`src/design/binary_trie_max_xor_defines.svh`:
```
// ----------------------------------------------------------------------------
// binary_trie_max_xor_defines
// assertion macros shared by the trie block
// ----------------------------------------------------------------------------
`ifndef BINARY_TRIE_MAX_XOR_DEFINES_SVH
`define BINARY_TRIE_MAX_XOR_DEFINES_SVH

// same-cycle implication, checked outside reset
`define BTMX_ASSERT_NOW(label, clk, rst_n, ante, cons, msg) \
  label: assert property (@(posedge clk) disable iff (!rst_n) (ante) |-> (cons)) \
    else $error(msg);

// next-cycle implication, checked outside reset
`define BTMX_ASSERT_NEXT(label, clk, rst_n, ante, cons, msg) \
  label: assert property (@(posedge clk) disable iff (!rst_n) (ante) |=> (cons)) \
    else $error(msg);

`endif

```
`src/design/btmx_pkg.sv`:
```
// ----------------------------------------------------------------------------
// btmx_pkg
// types, constants and codes of the binary trie maximum xor block
// ----------------------------------------------------------------------------
package btmx_pkg;

  localparam int NODE_COUNT = 4096;
  localparam int KEY_BITS   = 32;

  localparam int NODE_BITS  = $clog2(NODE_COUNT);
  localparam int NF_W       = NODE_BITS + 1;
  localparam int ROW_W      = 2 * NODE_BITS;
  localparam int LVL_W      = (KEY_BITS > 1) ? $clog2(KEY_BITS) : 1;

  typedef enum logic {
    FUNC_INSERT = 1'b0,
    FUNC_QUERY  = 1'b1
  } btmx_func_e;

  typedef enum logic [1:0] {
    ST_OK    = 2'd0,
    ST_EMPTY = 2'd1,
    ST_FULL  = 2'd2
  } btmx_status_e;

  typedef enum logic [1:0] {
    S_IDLE,
    S_WALK,
    S_DONE
  } btmx_state_e;

  typedef struct packed {
    btmx_func_e  func;
    logic [31:0] key_value;
  } btmx_in_t;

  typedef struct packed {
    logic [31:0]  best_xor;
    btmx_status_e status;
  } btmx_out_t;

  // node store access, one read and one write port
  typedef struct packed {
    logic                 we;
    logic [NODE_BITS-1:0] waddr;
    logic [ROW_W-1:0]     wdata;
    logic [NODE_BITS-1:0] raddr;
  } btmx_mem_req_t;

  typedef struct packed {
    logic      valid;
    btmx_out_t item;
  } btmx_res_t;

endpackage

```
`src/design/btmx_walk_ctrl.sv`:
```
// ----------------------------------------------------------------------------
// btmx_walk_ctrl
// walks the trie one level per cycle for inserts and queries
// ----------------------------------------------------------------------------
`include "binary_trie_max_xor_defines.svh"

module btmx_walk_ctrl (
  input  logic                          clk_i,
  input  logic                          rst_ni,
  input  logic                          in_valid_i,
  output logic                          in_stall_o,
  input  btmx_pkg::btmx_in_t            in_data_i,
  output btmx_pkg::btmx_mem_req_t       mem_req_o,
  input  logic [btmx_pkg::ROW_W-1:0]    rd_data_i,
  output btmx_pkg::btmx_res_t           res_o,
  input  logic                          res_ready_i
);
  import btmx_pkg::*;

  btmx_state_e state_q, state_d;
  logic [NF_W-1:0]      nf_q, nf_d;
  logic                 nonempty_q, nonempty_d;
  logic [LVL_W-1:0]     level_q, level_d;
  logic [NODE_BITS-1:0] node_q, node_d;
  logic                 new_q, new_d;
  btmx_func_e           func_q, func_d;
  logic [KEY_BITS-1:0]  key_q, key_d;
  logic [KEY_BITS-1:0]  res_q, res_d;
  btmx_status_e         st_q, st_d;

  logic [ROW_W-1:0]     row_eff;
  logic [NODE_BITS-1:0] c0, c1, sel, oth, nxt;
  logic                 kbit;
  logic [NF_W-1:0]      free_nodes;
  logic                 accept;

  assign row_eff    = new_q ? '0 : rd_data_i;
  assign c0         = row_eff[NODE_BITS-1:0];
  assign c1         = row_eff[ROW_W-1:NODE_BITS];
  assign kbit       = key_q[level_q];
  assign sel        = kbit ? c1 : c0;
  assign oth        = kbit ? c0 : c1;
  assign free_nodes = NF_W'(NODE_COUNT) - nf_q;
  assign accept     = in_valid_i && !in_stall_o;
  assign in_stall_o = (state_q != S_IDLE);

  always_comb begin
    state_d    = state_q;
    nf_d       = nf_q;
    nonempty_d = nonempty_q;
    level_d    = level_q;
    node_d     = node_q;
    new_d      = new_q;
    func_d     = func_q;
    key_d      = key_q;
    res_d      = res_q;
    st_d       = st_q;
    nxt        = sel;
    mem_req_o  = '0;
    res_o.valid         = 1'b0;
    res_o.item.best_xor = 32'(res_q);
    res_o.item.status   = st_q;

    unique case (state_q)
      S_IDLE: begin
        if (accept) begin
          func_d  = in_data_i.func;
          key_d   = in_data_i.key_value[KEY_BITS-1:0];
          res_d   = '0;
          node_d  = '0;
          level_d = LVL_W'(KEY_BITS - 1);
          new_d   = !nonempty_q;
          st_d    = ST_OK;
          if (in_data_i.func == FUNC_QUERY && !nonempty_q) begin
            st_d    = ST_EMPTY;
            state_d = S_DONE;
          end else if (in_data_i.func == FUNC_INSERT && free_nodes < NF_W'(KEY_BITS)) begin
            st_d    = ST_FULL;
            state_d = S_DONE;
          end else begin
            // root row read, data arrives for the first level
            if (in_data_i.func == FUNC_INSERT) begin
              nonempty_d = 1'b1;
            end
            mem_req_o.raddr = '0;
            state_d         = S_WALK;
          end
        end
      end
      S_WALK: begin
        if (func_q == FUNC_INSERT) begin
          if (sel == '0) begin
            // missing child: allocate and patch this row, below it all is new
            nxt             = nf_q[NODE_BITS-1:0];
            nf_d            = nf_q + NF_W'(1);
            new_d           = 1'b1;
            mem_req_o.we    = 1'b1;
            mem_req_o.waddr = node_q;
            mem_req_o.wdata = kbit ? {nf_q[NODE_BITS-1:0], c0} : {c1, nf_q[NODE_BITS-1:0]};
          end
        end else begin
          if (oth != '0) begin
            nxt            = oth;
            res_d[level_q] = 1'b1;
          end
        end
        mem_req_o.raddr = nxt;
        node_d          = nxt;
        if (level_q == '0) begin
          state_d = S_DONE;
        end else begin
          level_d = level_q - LVL_W'(1);
        end
      end
      S_DONE: begin
        res_o.valid = 1'b1;
        if (res_ready_i) begin
          state_d = S_IDLE;
        end
      end
      default: state_d = S_IDLE;
    endcase
  end

  always_ff @(posedge clk_i or negedge rst_ni) begin
    if (!rst_ni) begin
      state_q    <= S_IDLE;
      nf_q       <= NF_W'(1);
      nonempty_q <= 1'b0;
    end else begin
      state_q    <= state_d;
      nf_q       <= nf_d;
      nonempty_q <= nonempty_d;
    end
  end

  always_ff @(posedge clk_i) begin
    level_q <= level_d;
    node_q  <= node_d;
    new_q   <= new_d;
    func_q  <= func_d;
    key_q   <= key_d;
    res_q   <= res_d;
    st_q    <= st_d;
  end

  `BTMX_ASSERT_NOW(a_no_same_row, clk_i, rst_ni, mem_req_o.we, mem_req_o.waddr != mem_req_o.raddr, "row written and read together")
  `BTMX_ASSERT_NOW(a_nf_bound, clk_i, rst_ni, 1'b1, nf_q <= NF_W'(NODE_COUNT), "free pointer beyond store")
  `BTMX_ASSERT_NEXT(a_nonempty_sticky, clk_i, rst_ni, nonempty_q, nonempty_q, "trie became empty")

endmodule

```
`config.mk`:
```
export PLATFORM = sky130hd
export DESIGN_NAME = btmx_walk_ctrl
export DESIGN_NICKNAME = d
export VERILOG_FILES = /design/src/design/btmx_pkg.sv /design/src/design/btmx_walk_ctrl.sv
export VERILOG_INCLUDE_DIRS = /design/src /design/src/design
export SDC_FILE = /design/constraint.sdc
export NUM_CORES = 1
export LEC_CHECK = 0
export ABC_AREA = 1
export BUFFER_PORTS_ARGS = -buffer_cell sky130_fd_sc_hd__buf_2
export CELL_PAD_IN_SITES_DETAIL_PLACEMENT = 0
export CELL_PAD_IN_SITES_GLOBAL_PLACEMENT = 1
export CORE_ASPECT_RATIO = 1.1
export CORE_MARGIN = 4
export CORE_UTILIZATION = 43
export CTS_CLUSTER_DIAMETER = 120
export DETAILED_ROUTE_END_ITERATION = 8
export PLACE_DENSITY = 0.95
export SLEW_MARGIN = 20
export SYNTH_ARGS = -nofsm -noshare
export SYNTH_HDL_FRONTEND = slang
export SYNTH_SLANG_ARGS = --single-unit
```
`constraint.sdc`:
```
create_clock -name clk_i -period 8.4 [get_ports clk_i]
set_input_delay 2.1 -clock clk_i [delete_from_list [all_inputs] [get_ports clk_i]]
set_output_delay 2.1 -clock clk_i [all_outputs]
set_load 0.01 [all_outputs]
```
# Yosys cells after proc, flatten, opt, wreduce, memory -nomap -nowiden
# Cells that the tools add are included.
dict set report word_totals {
  register_bits 101
  in_bits 61
  out_inout_bits 85
  word_cells 87
}
dict set report classes {
  add_sub_neg 3
  n_lt_le_gt_ge 3
  eq_ne 10
  muxes 36
  n_bitwise 5
  reduce_logical 20
}
# operator n
set ops {}
lappend ops {{$mux W37} 3}
lappend ops {{$mux W32} 3}
lappend ops {{$mux W12} 7}
lappend ops {{$pmux W32 S2} 1}
lappend ops {{$mux W24} 2}
lappend ops {{$or A32 B32 Y32} 1}
lappend ops {{$pmux W12 S2} 1}
lappend ops {{$ne A2 B2 Y1 const B} 8}
lappend ops {{$add A13 B1 Y13 const B} 1}
lappend ops {{$lt A13 B6 Y1 const B} 1}
lappend ops {{$sub A13 B13 Y13 const A} 1}
lappend ops {{$logic_not A12 Y1} 1}
lappend ops {{$mux W2} 6}
lappend ops {{$reduce_bool A12 Y1} 1}
lappend ops {{$mux W5} 2}
lappend ops {{$pmux W5 S2} 1}
lappend ops {{$reduce_and A3 Y1} 3}
lappend ops {{$reduce_and A4 Y1} 2}
lappend ops {{$lt A5 B6 Y1 const B} 1}
lappend ops {{$mux W1} 6}
lappend ops {{$pmux W2 S3} 1}
lappend ops {{$bmux W1 S5} 1}
lappend ops {{$demux W1 S5} 1}
lappend ops {{$ge A5 B1 Y1 const B} 1}
lappend ops {{other kinds (12)} 21}

# Logic depth before layout (Yosys ltp)
dict set report logic_depth {
  depth_word 8
  depth_mapped 21
  ltp_nobuf 17
}

# Worst setup path before layout
# No wires, ideal clock.
dict set report synth_path {
  kind {input port to output port}
  start {in rd_data_i[2] (netlist bit)}
  end {out mem_req_o[12] (netlist bit)}
  arrival_ns 3.219
  t_required_ns 6.300
  setup_slack_ns 3.081
  path_stages 11
  n_path_buf 2
  cell_sequence {inv_1 > nor2_1 > inv_1 > nand3_1 > nand2_1 > nand2_1 > nor2_4 > buf_6 > nand4_4 > buf_6 > nor2_1}
}
# item line_no
set synth_lines {}
lappend synth_lines {{from (decl)} btmx_walk_ctrl.sv:14} ;# input logic [btmx_pkg::ROW_W-1:0] rd_data_i,
lappend synth_lines {{to (decl)} btmx_walk_ctrl.sv:13} ;# output btmx_pkg::btmx_mem_req_t mem_req_o,

==> flow_summary_export.csv <==
group,metric,value,unit
synth,ys_seq_area_share,48.3,%
sta,final_max_slew_viol_count,0,
clock_network,clk_path_buf_depth,2,
hold_path,min_to,"nf_q[0]",
critical_path,cp_num_buf_inv,2,
sta,tightestPinTransition,1.04,ns
floorplan,row_count,45,
grt,grtUsageMet3,3.25,%
synth,syn_avg_cell_area,7.90,um^2
sta,grt_setup_unrepaired,"false",
grt,grt_max_degree,51,
critical_path,cp_max_fo,50,
synth,synth_top_family_by_area,"simple AND/OR/NAND/NOR gates",
placement,io_buffer_count,145,
sta,holdWs,0.542,ns
synth,yosys.area_share.simple,32.0,%
clock_network,cts_max_level,3,
clock_network,cts_tree,"done",
hold_path,hold_class,"flop to flop",
floorplan,ios,146,
sta,setup_viol,0,
critical_path,cp-start-kind,"flop",
synth,ys_ff_latch,101,
synth,yosys-mux-area-fraction,0,%
sta,max_freq,0.152,GHz
synth,synth_fp_nets,841,
power,p_leak,3.51,nW
clock_network,cts.clk_slew.worst_paths,0.07,ns
critical_path,critPathMostFrequentCell,"nand2_1",
hold_path,hold_start,"nf_q[0]",
critical_path,critPathCaptureType,"primary output",
cells_and_area,layout.nets,962,
routing,drt_iter0_drc,486,
synth,synth_area,0.00611,mm^2
clock_network,numCtsBuffers,9,
sta,tns,0,ns
grt,grt_remaining_overflow,0,
routing,finalWirelength,16500,um
synth,synth_fa_ha_area_share,1.23,%
synth,synthXorXnorAreaFrac,1.58,%
flow_run,cap_violations,0,
critical_path,r2r-start,"level_q[0]",
critical_path,reg2regPathDepth,15,
clock_network,clk_latency,0.35,ns
synth,syn-instance-count,774,
sta,finalCritPeriodShare,78.1,%
clock_network,post_cts_resized,0,
floorplan,die_w,122,um
floorplan,dieArea,0.0162,mm^2
synth,synth-compound-area-share,6.86,%
placement,post-dp-hpwl,12100,um
cells_and_area,most-common-layout-cells,"nand2_1, buf_2, inv_1, edfxtp_1, nand3_1",
cells_and_area,final_core_util,51.7,%
sta,slew_headroom,30.3,%
cells_and_area,syn_to_final_growth,17.1,%
clock_network,clkSinkCount,101,
sta,period_needed,6.56,ns
sta,hold_viol,0,
synth,post_synth_num_cell_types,42,
clock_network,postCtsSetupRepairBufs,0,
routing,via_per_inst,5.11,
critical_path,timing.rr.end,"res_q[5]",
critical_path,max_stage_delay,0.81,ns
outcome,outcome,"finished, final reports clean",
power,peakVddDrop,191,uV
critical_path,crit_family,"simple AND/OR/NAND/NOR gates",
sta,clock_skew,0.00811,ns
grt,top_usage_layer,"met1",
grt,met1_usage,30.9,%
floorplan,initial_utilization,44.1,%
routing,drc_errors,0,
power,power_density,366,mW/mm^2
cells_and_area,diodes,0,
floorplan,core,0.0139,mm^2
clock_network,cts.hold.buffers_added,0,
power,power,0.00262,W
critical_path,crit_chain,"inv_4 -> nand2_1 -> nand2_1 -> nand2_1 -> nand2_1 -> nand2_1 -> nand2_1 -> nor2_4 -> nand2_4 -> o21ai_0 -> nand2_1 -> nor2_2 -> nand3_2 -> nand2_1 -> nand3_1 -> nand2_1 -> buf_2",
grt,grt_pass1_vias,5078,
routing,antenna_left,0,
cells_and_area,final_layout_size_suffix_gt1_share,21.2,%
critical_path,path_class,"flop to primary output",
critical_path,ff2ff_setup_slack,4.01,ns
floorplan,die_y,133,um
critical_path,arrival,4.46,ns
clock_network,cts_root_buf,"clkbuf_16",
cells_and_area,final_common_cell,"nand2_1",
critical_path,critPathSlowestCell,"edfxtp_1",
hold_path,worstHoldPathCells,2,
placement,globalplace.congestion,0.917,
routing,dr.pass1.iters,5,
synth,synth_warnings,0,
grt,antenna_found_initial,0,
routing,vias,5560,
grt,grt_pass1_wl,26200,um
routing,wire_per_inst,15.1,um
grt,met2_usage,30.5,%
grt,grt.total_usage,20.5,%
critical_path,required,6.30,ns
synthesized netlist by cell type (all sizes together):
master | instances | area share (%)
nor2 | 76 | 5.5
a211oi | 1 | 0.12
o311ai | 1 | 0.14
edfxtp | 85 | 42
buf | 28 | 3.4
ha | 6 | 1.2
xnor2 | 1 | 0.14
o22a | 1 | 0.14
nand3 | 76 | 6.5
nand4 | 24 | 2.7
nand3b | 1 | 0.12
o31ai | 1 | 0.12
nand2 | 253 | 16
xor2 | 10 | 1.4
and2 | 1 | 0.10
a31o | 1 | 0.14
nor4 | 2 | 0.20
clkinv | 2 | 0.12
dfrtp | 15 | 6.1
inv | 95 | 5.9
nor3 | 10 | 1.1
o211ai | 1 | 0.12
dfstp | 1 | 0.43
a21oi | 35 | 2.9
a22oi | 1 | 0.12
o21ai | 36 | 3.1
clkbuf | 10 | 0.61
power breakdown:
group | internal, W | switching (W)
clock | 0.000234 | 0.000192
sequential | 0.000787 | 0.000102
combinational | 0.000369 | 0.000934
total | 0.00139 | 0.00123
per-layer routing:
layer / vias up / wire (um)
met4: 0 / 266
met5: - / 0
li1: 2770 / -
met3: 15 / 1020
met2: 193 / 7330
met1: 2582 / 7840
cell type report:
| type | instances | area [um^2] |
|---|---|---|
| Tap cell | 188 | 235 |
| Timing Repair Buffer | 148 | 748 |
| Sequential cell | 101 | 2950 |
| Fill cell | 1427 | 6690 |
| Clock buffer | 10 | 229 |
| Inverter | 97 | 367 |
| Multi-Input combinational cell | 538 | 2550 |
| Clock inverter | 6 | 68.8 |
worst register-to-register path, stage by stage, from the launching register on:
cell and delay [ns]:
edfxtp_1 0.81, inv_4 0.22, nand2_1 0.11, nand2_1 0.05, nand2_1 0.05, nand2_1 0.06, nand2_1 0.05, nand2_1 0.08
nor2_4 0.43, nand2_4 0.40, o21ai_0 0.42, nand2_1 0.11, nor2_2 0.42, nand3_2 0.37, o22a_1 0.26, buf_4 0.26
kinds of logic (layout without fill, tap and decap cells):
kind of cell,after synthesis,in the layout
simple gates,443,443
buf+inv,135,261
flops,101,101
compound gates,78,78
xor+xnor,11,11
fa+ha+maj,6,6
state kept, by name (all words and copies together), names as in the netlist, 2 cells and up:
signal and count:
nf_q 13, state_q 2, node_q 12, st_q 2, level_q 5, key_q 32, res_q 32
worst max path at each step:
stage	slack (ns)	to	cells after the start	start
after floorplan	3.08	mem_req_o[12]	11	rd_data_i[2]
after global placement	2.22	mem_req_o[11]	13	rd_data_i[2]
after detailed placement	2.21	mem_req_o[22]	9	rd_data_i[11]
after CTS	1.94	mem_req_o[2]	17	level_q[0]
after global routing	1.40	mem_req_o[8]	17	level_q[0]
final	1.84	mem_req_o[2]	17	level_q[0]
stage by stage:
stage / area (um^2) / setup WS, ns / cells
floorplan: 6110 / 3.08 / 774
CTS: 7160 / 1.94 / 1088
detailed placement: 6860 / 2.21 / 1072
global route: 7160 / 1.40 / 1088
finish: 7160 / 1.84 / 1088
global placement: 6860 / 2.22 / 1072
No activity file was read; power rests on OpenSTA's default activity.
